==> src/ttoe_pkg.sv <==
// ttoe_pkg: shared types, constants and the pair code table for the
// ternary-to-octet encoder. No dependencies.
package ttoe_pkg;

   localparam int POLY_LEN_W         = 11;
   localparam int COEFF_W            = 2;
   localparam int BYTE_W             = 8;
   localparam int BYTES_SENT_W       = 10;
   localparam int CSR_INDEX_W        = 1;
   localparam int CSR_DATA_W         = POLY_LEN_W;
   localparam int DEFAULT_MAX_COEFFS = 2048;
   localparam int MAX_COEFFS_W       = 13;   // holds the largest allowed MAX_COEFFS
   localparam int FIFO_DEPTH         = 4;
   localparam int FIFO_PTR_W         = 2;
   localparam int FIFO_CNT_W         = 3;

   localparam logic [POLY_LEN_W-1:0] POLY_LEN_RESET = 11'd743;

   typedef enum logic [CSR_INDEX_W-1:0] {
      CSR_POLY_LEN      = 1'b0,
      CSR_SKIP_CONSTANT = 1'b1
   } csr_index_type;

   typedef struct packed {
      logic [BYTE_W-1:0] out_byte;
      logic              invalid_pair;
      logic              last_byte;
   } result_type;

   // results produced by one coefficient, in order; count is 0, 1 or 2
   typedef struct packed {
      logic [1:0] count;
      result_type res0;
      result_type res1;
   } push_type;

   // 3 bits for pair index 3*(a+1)+(b+1), bit 0 goes out first
   function automatic logic [2:0] pair_bits(input logic [3:0] idx);
      logic [2:0] bits;
      case (idx)
         4'd0:    bits = 3'd7;
         4'd1:    bits = 3'd3;
         4'd2:    bits = 3'd7;
         4'd3:    bits = 3'd2;
         4'd4:    bits = 3'd0;
         4'd5:    bits = 3'd4;
         4'd6:    bits = 3'd5;
         4'd7:    bits = 3'd6;
         default: bits = 3'd1;
      endcase
      return bits;
   endfunction

endpackage

==> src/ttoe_core.sv <==
// ttoe_core: per-polynomial stream state, pair coding, bit packing and
// end-of-polynomial flush. Depends on ttoe_pkg.
module ttoe_core #(
   parameter int MAX_COEFFS = ttoe_pkg::DEFAULT_MAX_COEFFS
) (
   input  logic                                clock,
   input  logic                                reset,
   input  logic                                step,
   input  logic signed [ttoe_pkg::COEFF_W-1:0] coefficient,
   input  logic [ttoe_pkg::POLY_LEN_W-1:0]     poly_len,
   input  logic                                skip_constant,
   output ttoe_pkg::push_type                  push
);

   localparam int LW = ttoe_pkg::POLY_LEN_W;
   localparam int SW = ttoe_pkg::BYTES_SENT_W;
   localparam int CW = ttoe_pkg::MAX_COEFFS_W;
   localparam logic [CW-1:0] MAX_LEN = CW'(MAX_COEFFS);

   logic [LW-1:0]     coeff_index_ff, coeff_index_in;
   logic [1:0]        held_first_ff, held_first_in;
   logic              have_first_ff, have_first_in;
   logic [7:0]        byte_accum_ff, byte_accum_in;
   logic [2:0]        bit_position_ff, bit_position_in;
   logic [SW-1:0]     bytes_sent_ff, bytes_sent_in;
   logic              dropping_ff, dropping_in;

   logic [1:0]        trit;
   logic [CW-1:0]     len_ext;
   logic [LW-1:0]     nn;
   logic              last;
   logic [12:0]       triple;
   logic [12:0]       total_sum;
   logic [SW-1:0]     total;
   logic [3:0]        pair_idx;
   logic [10:0]       merged;
   logic              byte_full;
   logic              pair_emit;
   ttoe_pkg::result_type pair_res;
   logic              drop_new;
   logic [7:0]        acc1;
   logic [2:0]        pos1;
   logic [SW-1:0]     sent1, sent2;
   logic              fl_a, fl_b;
   logic              mark_last;

   function automatic logic [SW-1:0] sat_inc(input logic [SW-1:0] v, input logic en);
      logic [SW-1:0] r;
      r = v;
      if (en && (v != {SW{1'b1}})) r = v + SW'(1);
      return r;
   endfunction

   // code 10 counts as minus one; stored as coefficient+1
   assign trit = coefficient[1] ? 2'd0 : ((coefficient == 2'sd1) ? 2'd2 : 2'd1);

   always_comb begin
      len_ext = {{(CW-LW){1'b0}}, poly_len};
      if (len_ext > MAX_LEN) len_ext = MAX_LEN;
      if (len_ext < CW'(2))  len_ext = CW'(2);
      nn = len_ext[LW-1:0];
   end

   assign last      = coeff_index_ff >= (nn - LW'(1));
   assign triple    = {2'b00, nn} + {1'b0, nn, 1'b0} + 13'd1;
   assign total_sum = {1'b0, triple[12:1]} + 13'd7;
   assign total     = total_sum[12:3];

   assign pair_idx  = {1'b0, held_first_ff, 1'b0} + {2'b00, held_first_ff} + {2'b00, trit};
   assign merged    = {3'b000, byte_accum_ff}
                    | (11'(ttoe_pkg::pair_bits(pair_idx)) << bit_position_ff);
   assign byte_full = bit_position_ff >= 3'd5;

   always_comb begin
      held_first_in = held_first_ff;
      have_first_in = have_first_ff;
      pair_emit     = 1'b0;
      pair_res      = '0;
      drop_new      = dropping_ff;
      acc1          = byte_accum_ff;
      pos1          = bit_position_ff;
      sent1         = bytes_sent_ff;

      if (!dropping_ff && !(skip_constant && (coeff_index_ff == '0))) begin
         if (!have_first_ff) begin
            if (!last) begin
               held_first_in = trit;
               have_first_in = 1'b1;
            end
         end else begin
            have_first_in = 1'b0;
            if ((held_first_ff == 2'd0) && (trit == 2'd0)) begin
               pair_emit             = 1'b1;
               pair_res.invalid_pair = 1'b1;
               pair_res.last_byte    = 1'b1;
               drop_new              = 1'b1;
            end else begin
               pos1 = bit_position_ff + 3'd3;
               if (byte_full) begin
                  pair_emit         = 1'b1;
                  pair_res.out_byte = merged[7:0];
                  acc1              = {5'b00000, merged[10:8]};
                  sent1             = sat_inc(bytes_sent_ff, 1'b1);
               end else begin
                  acc1 = merged[7:0];
               end
            end
         end
      end

      // flush: partial byte first, then zero padding, two results at most
      fl_a      = last && !drop_new && (sent1 < total);
      sent2     = sat_inc(sent1, fl_a);
      fl_b      = fl_a && !pair_emit && (sent2 < total);
      mark_last = last && !drop_new;

      push = '0;
      if (pair_emit) begin
         push.res0           = pair_res;
         push.res1.out_byte  = acc1;
         push.count          = fl_a ? 2'd2 : 2'd1;
      end else if (fl_a) begin
         push.res0.out_byte  = acc1;
         push.count          = fl_b ? 2'd2 : 2'd1;
      end else begin
         push.count          = mark_last ? 2'd1 : 2'd0;
      end
      if (mark_last) begin
         if (push.count == 2'd2) push.res1.last_byte = 1'b1;
         else                    push.res0.last_byte = 1'b1;
      end

      if (last) begin
         coeff_index_in  = '0;
         held_first_in   = '0;
         have_first_in   = 1'b0;
         byte_accum_in   = '0;
         bit_position_in = '0;
         bytes_sent_in   = '0;
         dropping_in     = 1'b0;
      end else begin
         coeff_index_in  = coeff_index_ff + LW'(1);
         byte_accum_in   = acc1;
         bit_position_in = pos1;
         bytes_sent_in   = sent1;
         dropping_in     = drop_new;
      end
   end

   always_ff @(posedge clock) begin
      if (reset) begin
         coeff_index_ff  <= '0;
         held_first_ff   <= '0;
         have_first_ff   <= 1'b0;
         byte_accum_ff   <= '0;
         bit_position_ff <= '0;
         bytes_sent_ff   <= '0;
         dropping_ff     <= 1'b0;
      end else if (step) begin
         coeff_index_ff  <= coeff_index_in;
         held_first_ff   <= held_first_in;
         have_first_ff   <= have_first_in;
         byte_accum_ff   <= byte_accum_in;
         bit_position_ff <= bit_position_in;
         bytes_sent_ff   <= bytes_sent_in;
         dropping_ff     <= dropping_in;
      end
   end

endmodule

==> src/ternary_to_octets_encoder.sv <==
// Ternary-to-octet encoder. An accepted coefficient is taken into the input register, then coded into
// the output queue once that queue has room for two results, and its results show on rsp_valid from
// there. Throughput: one coefficient per cycle; up to two results per coefficient are queued in a
// 4-entry result queue, and input stalls only while that queue holds 3 or more. Reset (synchronous,
// active high) empties the pipeline and queue, clears the stream state and sets poly_len to 743 and
// skip_constant to 0.
module ternary_to_octets_encoder #(
   parameter int MAX_COEFFS = ttoe_pkg::DEFAULT_MAX_COEFFS
) (
   input  logic                                  clock,
   input  logic                                  reset,
   input  logic                                  req_valid,
   output logic                                  req_stall,
   input  logic signed [ttoe_pkg::COEFF_W-1:0]   req_coefficient,
   output logic                                  rsp_valid,
   input  logic                                  rsp_stall,
   output logic [ttoe_pkg::BYTE_W-1:0]           rsp_out_byte,
   output logic                                  rsp_invalid_pair,
   output logic                                  rsp_last_byte,
   input  logic                                  csr_valid,
   output logic                                  csr_ready,
   input  logic [ttoe_pkg::CSR_INDEX_W-1:0]      csr_index,
   input  logic [ttoe_pkg::CSR_DATA_W-1:0]       csr_wdata
);

   localparam int PW = ttoe_pkg::FIFO_PTR_W;
   localparam int NW = ttoe_pkg::FIFO_CNT_W;

   logic [ttoe_pkg::POLY_LEN_W-1:0] poly_len_ff;
   logic                            skip_constant_ff;

   logic                                in_valid_ff, in_valid_in;
   logic signed [ttoe_pkg::COEFF_W-1:0] in_coeff_ff;

   ttoe_pkg::result_type queue_ff [ttoe_pkg::FIFO_DEPTH];
   logic [PW-1:0] wr_ptr_ff, rd_ptr_ff;
   logic [NW-1:0] count_ff, count_in;

   ttoe_pkg::push_type push;
   logic               advance;
   logic               pop;
   logic [1:0]         push_count;
   ttoe_pkg::result_type head;

   // configuration
   assign csr_ready = 1'b1;

   always_ff @(posedge clock) begin
      if (reset) begin
         poly_len_ff      <= ttoe_pkg::POLY_LEN_RESET;
         skip_constant_ff <= 1'b0;
      end else if (csr_valid && csr_ready) begin
         case (ttoe_pkg::csr_index_type'(csr_index))
            ttoe_pkg::CSR_POLY_LEN:      poly_len_ff      <= csr_wdata;
            ttoe_pkg::CSR_SKIP_CONSTANT: skip_constant_ff <= csr_wdata[0];
            default: ;
         endcase
      end
   end

   // input register; processed once the queue has room for two results
   assign advance   = in_valid_ff && (count_ff <= NW'(ttoe_pkg::FIFO_DEPTH - 2));
   assign req_stall = in_valid_ff && !advance;

   always_comb begin
      in_valid_in = in_valid_ff;
      if (req_valid && !req_stall) in_valid_in = 1'b1;
      else if (advance)            in_valid_in = 1'b0;
   end

   always_ff @(posedge clock) begin
      if (reset) in_valid_ff <= 1'b0;
      else       in_valid_ff <= in_valid_in;
   end

   always_ff @(posedge clock) begin
      if (req_valid && !req_stall) in_coeff_ff <= req_coefficient;
   end

   ttoe_core #(
      .MAX_COEFFS (MAX_COEFFS)
   ) u_core (
      .clock         (clock),
      .reset         (reset),
      .step          (advance),
      .coefficient   (in_coeff_ff),
      .poly_len      (poly_len_ff),
      .skip_constant (skip_constant_ff),
      .push          (push)
   );

   // result queue
   assign push_count = advance ? push.count : 2'd0;
   assign pop        = rsp_valid && !rsp_stall;
   assign count_in   = count_ff + NW'(push_count) - NW'(pop);

   always_ff @(posedge clock) begin
      if (reset) begin
         wr_ptr_ff <= '0;
         rd_ptr_ff <= '0;
         count_ff  <= '0;
      end else begin
         wr_ptr_ff <= wr_ptr_ff + PW'(push_count);
         rd_ptr_ff <= rd_ptr_ff + PW'(pop);
         count_ff  <= count_in;
      end
   end

   always_ff @(posedge clock) begin
      if (push_count != 2'd0) queue_ff[wr_ptr_ff] <= push.res0;
      if (push_count == 2'd2) queue_ff[wr_ptr_ff + PW'(1)] <= push.res1;
   end

   assign head             = queue_ff[rd_ptr_ff];
   assign rsp_valid        = count_ff != '0;
   assign rsp_out_byte     = head.out_byte;
   assign rsp_invalid_pair = head.invalid_pair;
   assign rsp_last_byte    = head.last_byte;

   // checks
   a_queue_bound: assert property (@(posedge clock) disable iff (reset)
      count_ff <= NW'(ttoe_pkg::FIFO_DEPTH))
      else $error("result queue overflow");

   a_error_alone: assert property (@(posedge clock) disable iff (reset)
      (advance && push.count == 2'd2) |-> !push.res0.invalid_pair && !push.res1.invalid_pair)
      else $error("error result shares a transfer group");

   a_single_last: assert property (@(posedge clock) disable iff (reset)
      (advance && push.count == 2'd2) |-> !push.res0.last_byte)
      else $error("last marker not on final result");

   a_stall_occupied: assert property (@(posedge clock) disable iff (reset)
      req_stall |-> in_valid_ff && count_ff > NW'(ttoe_pkg::FIFO_DEPTH - 2))
      else $error("input stalled with room available");

   a_drain: assert property (@(posedge clock) disable iff (reset)
      (pop && push_count == 2'd0) |=> count_ff == $past(count_ff) - NW'(1))
      else $error("queue count lost track of a transfer");

endmodule
==> config.mk <==
export PLATFORM = sky130hd
export DESIGN_NAME = ternary_to_octets_encoder
export DESIGN_NICKNAME = d
export VERILOG_FILES = /design/src/ttoe_pkg.sv /design/src/ttoe_core.sv /design/src/ternary_to_octets_encoder.sv
export SDC_FILE = /design/constraint.sdc
export NUM_CORES = 1
export LEC_CHECK = 0
export ABC_AREA = 1
export ABC_CLOCK_PERIOD_IN_PS = 7800
export BUFFER_PORTS_ARGS = -buffer_cell sky130_fd_sc_hd__buf_2
export CAP_MARGIN = 40
export CORE_MARGIN = 10
export CORE_UTILIZATION = 52
export CTS_BUF_LIST = sky130_fd_sc_hd__clkbuf_2
export CTS_CLUSTER_DIAMETER = 40
export DETAILED_ROUTE_END_ITERATION = 16
export GPL_TIMING_DRIVEN = 0
export PLACE_DENSITY = 0.8
export SYNTH_ARGS = -nofsm -noshare
export SYNTH_HDL_FRONTEND = slang
export SYNTH_HIERARCHICAL = 1
export SYNTH_SLANG_ARGS = --single-unit
==> constraint.sdc <==
create_clock -name clock -period 7.8 [get_ports clock]
set_input_delay 2.34 -clock clock [delete_from_list [all_inputs] [get_ports clock]]
set_output_delay 2.34 -clock clock [all_outputs]
set_load 0.01 [all_outputs]
==> results of run 1 <==
layout make-up:
class                      count  area [um^2]
timing repair buffer          31          160
buffer                        39          220
clock inverter                 6         33.8
sequential                    98         2390
clock buffer                   9         45.0
inverter                     136          513
multi-input combinational    816         4600
antenna                        1         2.50
tap                          184          230
fill                        1392         6280
kinds of logic after synthesis:
| group | share of synthesized area |
|---|---|
| and+or+nand+nor | 0.328 |
| buffers and inverters | 0.0956 |
| AOI/OAI and AO/OA | 0.109 |
| DFF | 0.311 |
| adders and majority gates | 0.112 |
| xor gates and xnor gates | 0.0432 |
| other | 0.000979 |
power by group through the flow:
stage / Clock (uW) / Combinational [uW] / Sequential [uW]
5_1_grt: 231 / 503 / 579
4_1_cts: 213 / 432 / 575
2_1_floorplan: 0 / 319 / 579
3_3_place_gp: 0 / 419 / 585
6_report: 206 / 434 / 575
3_5_place_dp: 0 / 431 / 585
worst paths after layout:
kind | endpoint | slack (ns) | cells past startpoint | startpoint
worst max-delay path | count_ff[2] | 0.73 | 53 | poly_len_ff[9]
worst min-delay path | u_core/byte_accum_ff[6] | 0.48 | 2 | u_core/byte_accum_ff[6]
worst max register to register | count_ff[2] | 0.73 | 53 | poly_len_ff[9]
worst min register to register | u_core/byte_accum_ff[6] | 0.48 | 2 | u_core/byte_accum_ff[6]
Yosys cell counts, drive strengths merged (2+ instances only):
cell	number
nor3	14
conb	2
nand2	312
o31ai	4
xor2	24
nand3b	3
nand4	11
a211oi	8
a41oi	2
buf	15
a21boi	2
a2bb2oi	2
xnor2	10
clkbuf	24
nand3	93
or2	3
dfxtp	56
fa	3
o22ai	17
nor2	125
a21oi	54
ha	64
nor3b	3
a22oi	2
o21ai	51
edfxtp	42
inv	136
state kept, by name, indices dropped and copies added, names as in the netlist:
register / cells
in_valid_ff: 1
u_core/have_first_ff: 1
u_core/bytes_sent_ff: 10
u_core/coeff_index_ff: 11
wr_ptr_ff: 2
u_core/held_first_ff: 2
rd_ptr_ff: 2
count_ff: 3
queue_ff: 40
u_core/bit_position_ff: 3
poly_len_ff: 11
skip_constant_ff: 1
u_core/byte_accum_ff: 8
in_coeff_ff: 2
u_core/dropping_ff: 1
metal layers:
metal	up-vias	wire [um]	part of all wire
met2	167	8600	0.50
met4	0	424	0.025
met1	3171	7440	0.43
li1	3627	-	-
met3	44	772	0.045
met5	-	0	0
tightest hold or removal path: cells and delay by family, from the launching register on:
family          cells  cell delay (ns)
flops               1             0.36
compound gates      1             0.05
simple gates        1             0.06
through the flow:
stage	util	cells	total power [uW]
global route	0.566	1320	1310
finish	0.566	1320	1220
detailed placement	0.556	1302	1020
CTS	0.561	1317	1220
global placement	0.556	1302	1000
floorplan	-	1089	898
timing repair:
action | CTS | global route
setup endpoints to repair | 0 | 44
resized for setup | 0 | 15
buffers inserted | 0 | 2
==> qor.yml, run 1 <==
cts.clk_slew.worst_paths_ns: 0.24
holdWs_ns: 0.483
grt_usage: 0.177
p_seq_frac: 0.473
cp_num_buf_inv: 12
synth_area_leaders: "edfxtp_1 (16%), dfxtp_1 (15%), nand2_1 (15%)"
rsz0062_at_grt: "false"
via_per_inst: 5.31
p_leak_uw: 0.00379
p_comb_frac: 0.357
start_kind: "register"
cts_buffer_depth: 2
critPathMaxFanout: 9
synth.largest_area_cell: "edfxtp_1"
start_util: 0.530
grt_max_degree: 16
grt_remaining_overflow: 0
globalplace.congestion: 0.875
p_int_uw: 745
synth-edff-count: 42
insertion_delay_ns: 0.62
numCtsBuffers: 9
hp-class: "register to register"
synth-seq-cells: 98
ys_warn_count: 6
drive_gt1_frac: 0.108
chipWidth_um: 141
die_h_um: 141
max_stage_delay_ns: 0.41
via_count: 7009
power.density_nw_per_um2: 148
place_area_um2: 8040
fmax_mhz: 141
num_io_pins: 32
fin_ws_ns: 0.728
antenna_found_initial: 1
skew_ns: 0.0278
fin_crit_ns: 7.07
synth_area_um2: 7670
synth_cells: 1089
peakVddDrop_mv: 0.0913
cp.required_ns: 8.37
async_reset_ff_frac: 0
firstDrtPassIters: 7
core_um2: 14500
drt_iter0_drc: 490
met1_usage: 0.200
wl_per_cell_um: 13.1
synthDistinctLibCells: 51
drv_cap: 0
dp_worst_setup_slack_ns: 0.197
final_cell_mix: "nand2_1 (296), inv_1 (129), nor2_1 (110), nand3_1 (84), ha_1 (63)"
rows: 44
synth_nets: 1175
worst_pin_slew_ns: 0.689
relSlewSlack: 0.537
grt_pass1_vias: 6782
use_met2: 0.320
slowest_stage: "dfxtp_4"
layout_worst_path_cycle_share: 0.907
grt_pass1_wl_mm: 30.2
cts_tree: "yes"
slew_viol_final: 0
status: "finished clean"
cts_sinks: 98
worstPathArrival_ns: 7.64
avgSynthCellArea_um2: 7.04
ys_seq_area_frac: 0.311
crit_top_cell: "nand2_1"
crit_path_end_kind: "register"
ant_nets: 0
fin_nets: 1217
syn2layout_area_growth_pct: 6.87
io_buffers: 29
final_area_um2: 8200
tns_ns: 0
htree_levels: 3
hpwl_mm: 13.9
crit_type: "register to register"
finalWirelength_mm: 17.2
synth_ff_type: "dfxtp_1"
setup_violations: 0
cts_hold_buf: 0
cts_root_buf: "clkbuf_2"
dieArea_um2: 20000
drc: 0
p_clk_frac: 0.170
cp_top_family: "simple AND/OR/NAND/NOR gates"
switchingPower_uw: 471
hold_violations: 0
final_common_cell: "nand2_1"
top_usage_layer: "met2"
synth_top_area_frac: 0.164
grt_util_met3: 0.0304
switching_share: 0.387
Power figures use the tool's default switching activity.
==> run 2, diff against run 1 <==
Settings changed: ABC_CLOCK_PERIOD_IN_PS 7800 to 9000, CAP_MARGIN 40 to 20.
Clock period 7.8 ns to 9 ns, I/O delays scaled along.
==> run 2 against run 1 <==
Clock skew increased by 0.0037 ns. Cell area decreased by 0.85%. Largest cell class unchanged. Via count decreased by 0.13%. Worst hold slack improved by 0.00087 ns. Flip-flop and latch count unchanged. Routed wire length decreased by 0.41%. Global-route usage unchanged. Die area unchanged.
==> qor.yml, run 2 (synthesized netlist as in run 1, its figures left out) <==
layout_worst_path_cycle_share: 0.853  # -0.0537
htree_levels: 3  # unchanged
drt_iter0_drc: 501  # +2.2%
drv_cap: 0  # unchanged
cts_root_buf: "clkbuf_2"
via_count: 7000  # -0.13%
relSlewSlack: 0.515  # -0.0214
r2r.worst_path.cells: 53  # unchanged
crit_type: "register to register"
cts_sinks: 98  # unchanged
worstPathArrival_ns: 8.24  # +0.60 ns
io_buffers: 29  # unchanged
critPathMaxFanout: 9  # unchanged
rows: 44  # unchanged
ant_nets: 0  # unchanged
slowest_stage: "a211oi_1"
drc: 0  # unchanged
firstDrtPassIters: 5  # -2
tns_ns: 0  # unchanged
via_per_inst: 5.31  # about the same
fmax_mhz: 130  # -7.9%
r2r_setup_slack_ns: 1.32  # +0.59 ns
start_kind: "register"
grt_pass1_wl_mm: 30.2  # unchanged
grt_max_degree: 16  # unchanged
numCtsBuffers: 9  # unchanged
hpwl_mm: 13.9  # unchanged
antenna_found_initial: 1  # unchanged
cts_tree: "yes"
post_cts_resized: 0  # unchanged
grt_usage: 0.177  # unchanged
top_regs: "queue_ff (40), poly_len_ff (11), u_core/coeff_index_ff (11)"
hold_violations: 0  # unchanged
crit_top_cell: "nand2_1"
globalplace.congestion: 0.875  # unchanged
worstReg2RegStart: "poly_len_ff[9]"
cts_buffer_depth: 2  # unchanged
slew_viol_final: 0  # unchanged
final_common_cell: "nand2_1"
cp.required_ns: 9.57  # +1.20 ns
finalWirelength_mm: 17.2  # -0.41%
worst_pin_slew_ns: 0.720  # +0.0318 ns
power.density_nw_per_um2: 129  # -13%
fin_crit_ns: 7.68  # +0.605 ns
critPathLaunch: "poly_len_ff[9]"
r2r-end: "count_ff[2]"
peakVddDrop_mv: 0.0786  # -14%
hp-class: "register to register"
setup_violations: 0  # unchanged
final_cell_mix: "nand2_1 (297), inv_1 (130), nor2_1 (112), nand3_1 (84), ha_1 (64)"
drive_gt1_frac: 0.0989  # -0.00952
final_area_um2: 8130  # -0.85%
core_um2: 14500  # unchanged
cts.clk_slew.worst_paths_ns: 0.25  # about the same
wl_per_cell_um: 13.0  # -0.26%
dieArea_um2: 20000  # unchanged
largest_reg_flops: 40  # unchanged
cts_setup_buffers: 0  # unchanged
num_io_pins: 32  # unchanged
max_stage_delay_ns: 0.50  # +0.09 ns
p_leak_uw: 0.00378  # -0.33%
syn2layout_area_growth_pct: 5.96
place_area_um2: 8040  # unchanged
crit_path_end_kind: "register"
die_h_um: 141  # unchanged
endpoint: "count_ff[2]"
insertion_delay_ns: 0.62  # about the same
grt_remaining_overflow: 0  # unchanged
fin_nets: 1215  # -0.16%
chipWidth_um: 141  # unchanged
grt_pass1_vias: 6782  # unchanged
top_register: "queue_ff"
status: "finished clean"
cts_hold_buf: 0  # unchanged
start_util: 0.530  # unchanged
rsz0062_at_grt: "false"
skew_ns: 0.0315  # +0.00367 ns
## run 2: area by class of cell
| type | instances | area, um^2 |
|---|---|---|
| antenna | 1 | 2.50 |
| buffer | 39 | 220 |
| clock buffer | 9 | 45.0 |
| clock inverter | 6 | 33.8 |
| fill | 1409 | 6350 |
| inverter | 136 | 513 |
| multi-input combinational | 816 | 4550 |
| sequential | 98 | 2380 |
| tap | 184 | 230 |
| timing repair buffer | 29 | 145 |
## run 2: where the power goes
part           internal [uW]  leakage, uW  switching [uW]
Combinational            130      0.00286             242
Sequential               479     0.000865            18.6
Clock                   33.4    0.0000547             144
Total                    642      0.00378             405
## run 2: worst max-delay path, delay by kind of cell, from the launching register on
family / cells / cell delay [ns]
XOR/XNOR: 2 / 0.22
AND/OR/NAND/NOR: 27 / 3.20
AO/OA/AOI/OAI: 5 / 1.13
adder cells (fa/ha/maj): 7 / 1.71
flip-flops: 1 / 0.41
buffers and inverters: 12 / 0.93
## run 2: routing by layer
| metal | vias to the layer above | track usage | share of wire | wire length, um |
|---|---|---|---|---|
| li1 | 3621 | - | - | - |
| met1 | 3174 | 0.200 | 0.43 | 7360 |
| met2 | 170 | 0.320 | 0.50 | 8590 |
| met3 | 35 | 0.0304 | 0.048 | 818 |
| met4 | 0 | 0.0780 | 0.022 | 384 |
| met5 | - | 0 | 0 | 0 |
## run 2: worst min-delay path by stage
stage	from	endpoint	slack, ns	cells after the start
after floorplan	skip_constant_ff	skip_constant_ff	0.44	2
after global placement	u_core/byte_accum_ff[0]	u_core/byte_accum_ff[0]	0.45	2
after detailed placement	u_core/byte_accum_ff[3]	u_core/byte_accum_ff[3]	0.46	2
after CTS	u_core/byte_accum_ff[3]	u_core/byte_accum_ff[3]	0.48	2
after global routing	u_core/byte_accum_ff[6]	u_core/byte_accum_ff[6]	0.51	2
final	u_core/byte_accum_ff[3]	u_core/byte_accum_ff[3]	0.48	2
## run 2: per-stage QoR
step | power [uW] | hold WS, ns | setup WS (ns) | cells | utilization
3_5_place_dp | 881 | 0.456 | 1.40 | 1302 | 0.556
2_1_floorplan | 778 | 0.439 | 2.51 | 1089 | -
5_1_grt | 1130 | 0.512 | 0.560 | 1318 | 0.561
3_3_place_gp | 870 | 0.453 | 1.48 | 1302 | 0.556
4_1_cts | 1060 | 0.484 | 1.34 | 1317 | 0.561
6_report | 1050 | 0.484 | 1.32 | 1318 | 0.561
